`config.mk`:
```
export PLATFORM = sky130hd
export DESIGN_NAME = percent_encoding_codec_core
export DESIGN_NICKNAME = d
export VERILOG_FILES = /design/src/rtl/pec_pkg.sv /design/src/rtl/pec_step.sv /design/src/rtl/pec_burst.sv /design/src/rtl/percent_encoding_codec_core.sv
export SDC_FILE = /design/constraint.sdc
export NUM_CORES = 1
export LEC_CHECK = 0
export ABC_AREA = 1
export BUFFER_PORTS_ARGS = -buffer_cell sky130_fd_sc_hd__buf_4
export CAP_MARGIN = 0
export CELL_PAD_IN_SITES_DETAIL_PLACEMENT = 1
export CELL_PAD_IN_SITES_GLOBAL_PLACEMENT = 2
export CORE_AREA = 4 4 101 103
export CTS_BUF_LIST = sky130_fd_sc_hd__clkbuf_8
export DETAILED_ROUTE_END_ITERATION = 8
export DIE_AREA = 0 0 105 107
export HOLD_SLACK_MARGIN = 0.15
export PLACE_DENSITY_LB_ADDON = 0.1
export SKIP_LAST_GASP = 1
export SLEW_MARGIN = 0
export SYNTH_ARGS = -nofsm -noshare
export SYNTH_HDL_FRONTEND = slang
export SYNTH_SLANG_ARGS = --single-unit
```
`constraint.sdc`:
```
create_clock -name clk_i -period 4.78 [get_ports clk_i]
set_input_delay 0.478 -clock clk_i [delete_from_list [all_inputs] [get_ports clk_i]]
set_output_delay 0.478 -clock clk_i [all_outputs]
set_load 0.01 [all_outputs]
```
`src/rtl/pec_pkg.sv`:
```
// Shared constants, types and character helpers for the percent-encoding codec.
package pec_pkg;

  localparam logic [7:0] PCT_CHAR = 8'h25;
  localparam int unsigned MAX_RES = 3;

  // Decode phase codes
  localparam logic [1:0] PH_IDLE = 2'd0;
  localparam logic [1:0] PH_PCT  = 2'd1;
  localparam logic [1:0] PH_DIG  = 2'd2;

  localparam logic [7:0] HEX_DIGITS [16] = '{
    8'h30, 8'h31, 8'h32, 8'h33, 8'h34, 8'h35, 8'h36, 8'h37,
    8'h38, 8'h39, 8'h41, 8'h42, 8'h43, 8'h44, 8'h45, 8'h46
  };

  // Results of one input item, first result in entry 0
  typedef struct packed {
    logic [1:0]                 cnt;
    logic [MAX_RES-1:0][7:0]    bytes;
    logic                       last;
  } pec_burst_t;

  function automatic logic is_unreserved(input logic [7:0] c);
    logic r;
    r = (c >= 8'h30 && c <= 8'h39) || (c >= 8'h41 && c <= 8'h5A) ||
        (c >= 8'h61 && c <= 8'h7A) || c == 8'h2D || c == 8'h2E ||
        c == 8'h5F || c == 8'h7E;
    return r;
  endfunction

  function automatic logic is_hex(input logic [7:0] c);
    logic r;
    r = (c >= 8'h30 && c <= 8'h39) || (c >= 8'h41 && c <= 8'h46) ||
        (c >= 8'h61 && c <= 8'h66);
    return r;
  endfunction

  // Valid only for hex digit characters; letters are 0x4x/0x6x with low nibble 1..6
  function automatic logic [3:0] hex_val(input logic [7:0] c);
    logic [3:0] r;
    r = c[6] ? c[3:0] + 4'd9 : c[3:0];
    return r;
  endfunction

endpackage

```
`src/rtl/pec_step.sv`:
```
// Single-pass encode/decode logic: results and next decode state for one byte.
module pec_step (
  input  logic              mode_i,
  input  logic [1:0]        phase_i,
  input  logic [7:0]        held_i,
  input  logic [7:0]        in_byte_i,
  input  logic              in_last_i,
  output pec_pkg::pec_burst_t burst_o,
  output logic [1:0]        phase_o,
  output logic [7:0]        held_o
);
  import pec_pkg::*;

  logic [1:0] n;
  logic [1:0] ph;
  logic       c_hex;
  logic       c_pct;

  assign c_hex = is_hex(in_byte_i);
  assign c_pct = (in_byte_i == PCT_CHAR);

  always_comb begin
    n             = 2'd0;
    ph            = phase_i;
    held_o        = held_i;
    burst_o.bytes = '0;
    burst_o.last  = in_last_i;
    if (!mode_i) begin
      if (is_unreserved(in_byte_i)) begin
        burst_o.bytes[0] = in_byte_i;
        n                = 2'd1;
      end else begin
        burst_o.bytes[0] = PCT_CHAR;
        burst_o.bytes[1] = HEX_DIGITS[in_byte_i[7:4]];
        burst_o.bytes[2] = HEX_DIGITS[in_byte_i[3:0]];
        n                = 2'd3;
      end
    end else begin
      unique case (phase_i)
        PH_PCT: begin
          if (c_hex) begin
            ph     = PH_DIG;
            held_o = in_byte_i;
          end else begin
            burst_o.bytes[0] = PCT_CHAR;
            n                = 2'd1;
            ph               = PH_IDLE;
          end
        end
        PH_DIG: begin
          if (c_hex) begin
            burst_o.bytes[0] = {hex_val(held_i), hex_val(in_byte_i)};
            n                = 2'd1;
            ph               = PH_IDLE;
            held_o           = 8'h00;
          end else begin
            burst_o.bytes[0] = PCT_CHAR;
            burst_o.bytes[1] = held_i;
            n                = 2'd2;
            ph               = PH_IDLE;
            held_o           = 8'h00;
          end
        end
        default: ph = PH_IDLE;
      endcase
      // the breaking byte (or a byte seen from idle) is examined afresh
      if (ph == PH_IDLE && !(phase_i == PH_DIG && c_hex)) begin
        if (c_pct) begin
          ph = PH_PCT;
        end else begin
          burst_o.bytes[n] = in_byte_i;
          n                = n + 2'd1;
        end
      end
      // end of string: flush a pending '%' and held digit
      if (in_last_i) begin
        if (ph == PH_PCT) begin
          burst_o.bytes[n] = PCT_CHAR;
          n                = n + 2'd1;
        end else if (ph == PH_DIG) begin
          burst_o.bytes[0] = PCT_CHAR;
          burst_o.bytes[1] = held_o;
          n                = 2'd2;
        end
        ph     = PH_IDLE;
        held_o = 8'h00;
      end
    end
    burst_o.cnt = n;
    phase_o     = ph;
  end

endmodule

```
`src/rtl/pec_burst.sv`:
```
// Result buffer for one item's burst plus the output register that feeds the port.
module pec_burst (
  input  logic               clk_i,
  input  logic               rst_ni,
  input  logic               load_i,
  input  pec_pkg::pec_burst_t burst_i,
  output logic               can_load_o,
  output logic               out_valid_o,
  input  logic               out_ready_i,
  output logic [7:0]         out_byte_o,
  output logic               out_last_o
);
  import pec_pkg::*;

  logic [1:0]              rem_q;
  logic [MAX_RES-1:0][7:0] bytes_q;
  logic                    last_q;
  logic                    ov_q;
  logic [7:0]              ob_q;
  logic                    ol_q;
  logic                    pop;

  assign pop        = (rem_q != 2'd0) && (!ov_q || out_ready_i);
  assign can_load_o = (rem_q == 2'd0) || (rem_q == 2'd1 && pop);

  always_ff @(posedge clk_i or negedge rst_ni) begin
    if (!rst_ni) begin
      rem_q <= 2'd0;
      ov_q  <= 1'b0;
    end else begin
      if (load_i) begin
        rem_q <= burst_i.cnt;
      end else if (pop) begin
        rem_q <= rem_q - 2'd1;
      end
      if (pop) begin
        ov_q <= 1'b1;
      end else if (out_ready_i) begin
        ov_q <= 1'b0;
      end
    end
  end

  always_ff @(posedge clk_i) begin
    if (load_i) begin
      bytes_q <= burst_i.bytes;
      last_q  <= burst_i.last;
    end else if (pop) begin
      bytes_q <= {8'h00, bytes_q[MAX_RES-1:1]};
    end
    if (pop) begin
      ob_q <= bytes_q[0];
      ol_q <= last_q && (rem_q == 2'd1);
    end
  end

  assign out_valid_o = ov_q;
  assign out_byte_o  = ob_q;
  assign out_last_o  = ol_q;

endmodule

```
`src/rtl/percent_encoding_codec_core.sv`:
```
// Results of an input transfer load the three-entry result buffer and move one at a
// time into the output register on the port. Throughput: one output byte per cycle
// while the output is ready; the next item loads as the last result leaves, so
// single-result items stream at one per cycle. The single output port is the limit.
// Reset (asynchronous, active low) clears mode to encode, the decode phase,
// the held digit and all valid state.
module percent_encoding_codec_core (
  input  logic       clk_i,
  input  logic       rst_ni,
  input  logic       cfg_we_i,
  input  logic       cfg_wdata_i,
  input  logic       in_valid_i,
  output logic       in_ready_o,
  input  logic [7:0] in_byte_i,
  input  logic       in_last_i,
  output logic       out_valid_o,
  input  logic       out_ready_i,
  output logic [7:0] out_byte_o,
  output logic       out_last_o
);
  import pec_pkg::*;

  logic       mode_q;
  logic [1:0] phase_q, phase_d;
  logic [7:0] held_q, held_d;
  logic       in_xfer;
  pec_burst_t burst;

  assign in_xfer = in_valid_i && in_ready_o;

  pec_step u_step (
    .mode_i    (mode_q),
    .phase_i   (phase_q),
    .held_i    (held_q),
    .in_byte_i (in_byte_i),
    .in_last_i (in_last_i),
    .burst_o   (burst),
    .phase_o   (phase_d),
    .held_o    (held_d)
  );

  always_ff @(posedge clk_i or negedge rst_ni) begin
    if (!rst_ni) begin
      mode_q  <= 1'b0;
      phase_q <= PH_IDLE;
      held_q  <= 8'h00;
    end else if (cfg_we_i) begin
      // any mode write drops pending decode state
      mode_q  <= cfg_wdata_i;
      phase_q <= PH_IDLE;
      held_q  <= 8'h00;
    end else if (in_xfer) begin
      phase_q <= phase_d;
      held_q  <= held_d;
    end
  end

  pec_burst u_burst (
    .clk_i       (clk_i),
    .rst_ni      (rst_ni),
    .load_i      (in_xfer),
    .burst_i     (burst),
    .can_load_o  (in_ready_o),
    .out_valid_o (out_valid_o),
    .out_ready_i (out_ready_i),
    .out_byte_o  (out_byte_o),
    .out_last_o  (out_last_o)
  );

endmodule

```
==> impl_metrics.py <==
metrics = {
    "placement": {
        "hpwl_um": 9030,
        "place.gp.congestion": 0.898,
        "placement.io_buffers": 25,
    },
    "power_and_ir_drop": {
        "p_per_area_nw_per_um2": 396,
        "swShare_pct": 34.7,
        "p_comb_share_pct": 32.7,
        "clock_power_share_pct": 20.8,
        "p_seq_share_pct": 46.5,
        "ir_worst_vdd_uv": 151,
        "p_int_mw": 1.02,
        "power_switching_mw": 0.540,
        "leakage_nw": 1.82,
    },
    "clock_tree": {
        "cts_htree_levels": 2,
        "numCtsBuffers": 5,
        "post_cts_buffers": 0,
        "clkSinkCount": 48,
        "cts_tree": "done",
        "root_buffer": "clkbuf_8",
        "ctsLongestPathBuffers": 2,
        "clk_pin_slew_ns": 0.10,
        "insertion_delay_ns": 0.31,
    },
    "job": {
        "drv_cap": 0,
    },
    "floorplanning": {
        "fp.dieH_um": 107,
        "dieArea_um2": 11200,
        "core_area_um2": 9200,
        "die_w_um": 105,
        "initial_core_util_pct": 38.5,
        "ios": 26,
        "row_count": 35,
    },
    "timing": {
        "tightest_slew_ns": 0.969,
        "tns_ns": 0,
        "finalCritPeriodShare_pct": 73.8,
        "maxSlewViolCount": 0,
        "finalCriticalPeriod_ns": 3.53,
        "max_slew_margin_pct": 35.3,
        "setup_viol_count_final": 0,
        "rsz0062_at_grt": "false",
        "hold_viol": 0,
        "max_freq_ghz": 0.284,
        "clock-skew-final_ns": 0.0148,
    },
    "finish": {
        "fillers": 1193,
        "multi_input_area_um2": 1830,
        "diodes": 0,
        "final_core_util_pct": 42.8,
        "area_growth_pct": 11.0,
        "regArea_um2": 1370,
        "nets": 545,
        "drive_gt1_share_pct": 10.8,
    },
    "yosys": {
        "yosys.area_share.adder_pct": 7.42,
        "yosysWarnings": 0,
        "netlist_instances": 487,
        "synth-compound-area-share_pct": 13.6,
        "ys_dominant_reg_cell": "edfxtp_1",
        "synth-edff-count": 34,
        "synth-xor-area-share_pct": 1.24,
        "synth_top_cell_by_area": "edfxtp_1",
        "synth.area.top_cells": "edfxtp_1, nand2_1, dfrtp_1",
        "synth_mux_area_share_pct": 0,
        "synthArstFlopShare_pct": 29.2,
        "yosysSeqAreaShare_pct": 38.7,
        "synth_cell_types": 34,
        "synth_top_family_by_area": "simple AND/OR/NAND/NOR gates",
        "synth-simple-area-share_pct": 29.4,
        "synth.avg_cell_area_um2": 7.28,
        "synth_top_area_share_pct": 28.8,
        "syn-cell-area_um2": 3540,
        "synth_nets": 523,
        "ys_ff_latch": 48,
        "synth_most_common_cell": "nand2_1",
        "synth_commonest_cells": "nand2_1, inv_1, nor2_1",
    },
    "global_route": {
        "grt_usage_pct": 20.9,
        "grt_max_degree": 27,
        "grt_pass1_vias": 3310,
        "antenna_found_initial": 0,
        "grt_overflow": 0,
        "grt_pass1_wl_um": 18300,
    },
    "setup_path": {
        "worst_path_largest_cell_delay_ns": 0.44,
        "critical_path.max_fanout": 8,
        "cp.required_ns": 4.85,
        "crit_family": "simple AND/OR/NAND/NOR gates",
        "cp-end-kind": "flip-flop",
        "reg2reg_slack_ns": 1.67,
        "path_class": "input port to flip-flop",
        "start_kind": "input port",
        "path_cells": "buf_4 -> inv_1 -> ha_1 -> nor2_2 -> nor2_1 -> nand2_1 -> nand2_1 -> nand2_1 -> nand3_4 -> nand2_1 -> nand2_1 -> inv_1 -> ha_1 -> nor2_1 -> a21oi_1 -> nand2_1 -> ha_1 -> inv_1 -> o31ai_1 -> o21ai_1 -> nand2_1 -> nand2_1",
        "cp_num_buf_inv": 4,
        "critPathMostFrequentCell": "nand2_1",
        "crit_path_top_delay_cell": "o31ai_1",
        "arrival_ns": 3.59,
    },
    "route": {
        "num_vias": 3279,
        "post_drt_via_cell_ratio": 5.28,
        "drt_iter0_drc": 198,
        "dr.pass1.iters": 4,
        "wl_per_cell_um": 18.4,
        "drt_wl_total_um": 11500,
        "route.detailed.drc": 0,
        "ant_nets": 0,
    },
    "outcome": {
        "status": "complete, no violations",
    },
    "min_path": {
        "hp-class": "input port to flip-flop",
    },
}
==> power groups by stage <==
stage | clock, mW | sequential [mW] | combinational, mW
5_1_grt | 0.346 | 0.739 | 0.570
6_report | 0.324 | 0.724 | 0.509
3_5_place_dp | 0 | 0.734 | 0.517
3_3_place_gp | 0 | 0.732 | 0.512
2_1_floorplan | 0 | 0.741 | 0.296
4_1_cts | 0.330 | 0.726 | 0.519
==> what timing repair did <==
action                                 CTS  global route
resized for setup                        0             0
hold buffers                             1             0
endpoints found under the hold margin   14             0
==> area by class of cell <==
type,instances,share of cell area (%)
flip-flops and latches,48,34.9
inverters,71,6.84
clock buffers,6,2.10
repair buffers,27,5.22
clock inverters,2,0.986
multi-input cells,356,46.5
well taps,111,3.53
==> placed cells by master, fill, tap and decap left out, types with 7 or more instances in the layout <==
| cell type | instances |
|---|---|
| a21oi_1 | 15 |
| nand3_1 | 24 |
| o21ai_1 | 19 |
| nor2_1 | 49 |
| edfxtp_1 | 34 |
| o22ai_1 | 13 |
| ha_1 | 21 |
| buf_4 | 26 |
| nand2_1 | 148 |
| nand4_1 | 7 |
| dfrtp_1 | 14 |
| inv_1 | 65 |
| o21ai_0 | 22 |
==> final timing paths <==
path                                               from                               to  depth (start not counted)
max in group asynchronous                        rst_ni     u_burst.rem_q[0]$_DFFE_PN0P_                          2
min                                            cfg_we_i               mode_q$_DFFE_PN0P_                          2
min reg2reg                u_burst.bytes_q[6]$_DFFE_PP_  u_burst.out_byte_o[6]$_DFFE_PP_                          0
max                                        in_byte_i[4]    u_burst.bytes_q[12]$_DFFE_PP_                         22
min in group asynchronous                        rst_ni            held_q[0]$_DFFE_PN0P_                          2
max reg2reg                      phase_q[1]$_DFFE_PN0P_    u_burst.bytes_q[12]$_DFFE_PP_                         15
==> flip-flops by register name, indices dropped and copies added, names as in the netlist <==
register and cells:
held_q 8, mode_q 1, phase_q 2, u_burst.bytes_q 24, u_burst.last_q 1, u_burst.out_byte_o 8, u_burst.out_last_o 1, u_burst.out_valid_o 1
u_burst.rem_q 2
==> per-stage QoR <==
| stage | cells | power (mW) | instance area (µm²) | hold WS (ns) | worst slack [ns] |
|---|---|---|---|---|---|
| final | 621 | 1.56 | 3930 | 0.373 | 1.25 |
| after global routing | 621 | 1.66 | 3930 | 0.370 | 0.955 |
| after CTS | 621 | 1.58 | 3930 | 0.365 | 1.26 |
| after detailed placement | 612 | 1.25 | 3800 | 0.345 | 0.930 |
| after global placement | 612 | 1.24 | 3800 | 0.344 | 1.05 |
| after floorplan | 487 | 1.04 | 3540 | 0.182 | 1.62 |
==> cell families (layout without fill, tap and decap cells) <==
family | Yosys count | count (layout)
XOR/XNOR | 5 | 5
buffers and inverters | 83 | 106
AO/OA/AOI/OAI | 84 | 84
AND/OR/NAND/NOR | 246 | 246
adder cells (fa/ha/maj) | 21 | 21
flip-flops | 48 | 48
==> per-layer routing <==
layer  share of wire (%)  track usage (%)  up-vias
met5                   0                0        -
met4                 1.8             5.34        0
met3                 4.3             3.13       18
met2                  47             34.5       70
met1                  47             28.8     1561
li1                    -                -     1630
Note: power is estimated with default switching activity, not from simulation.
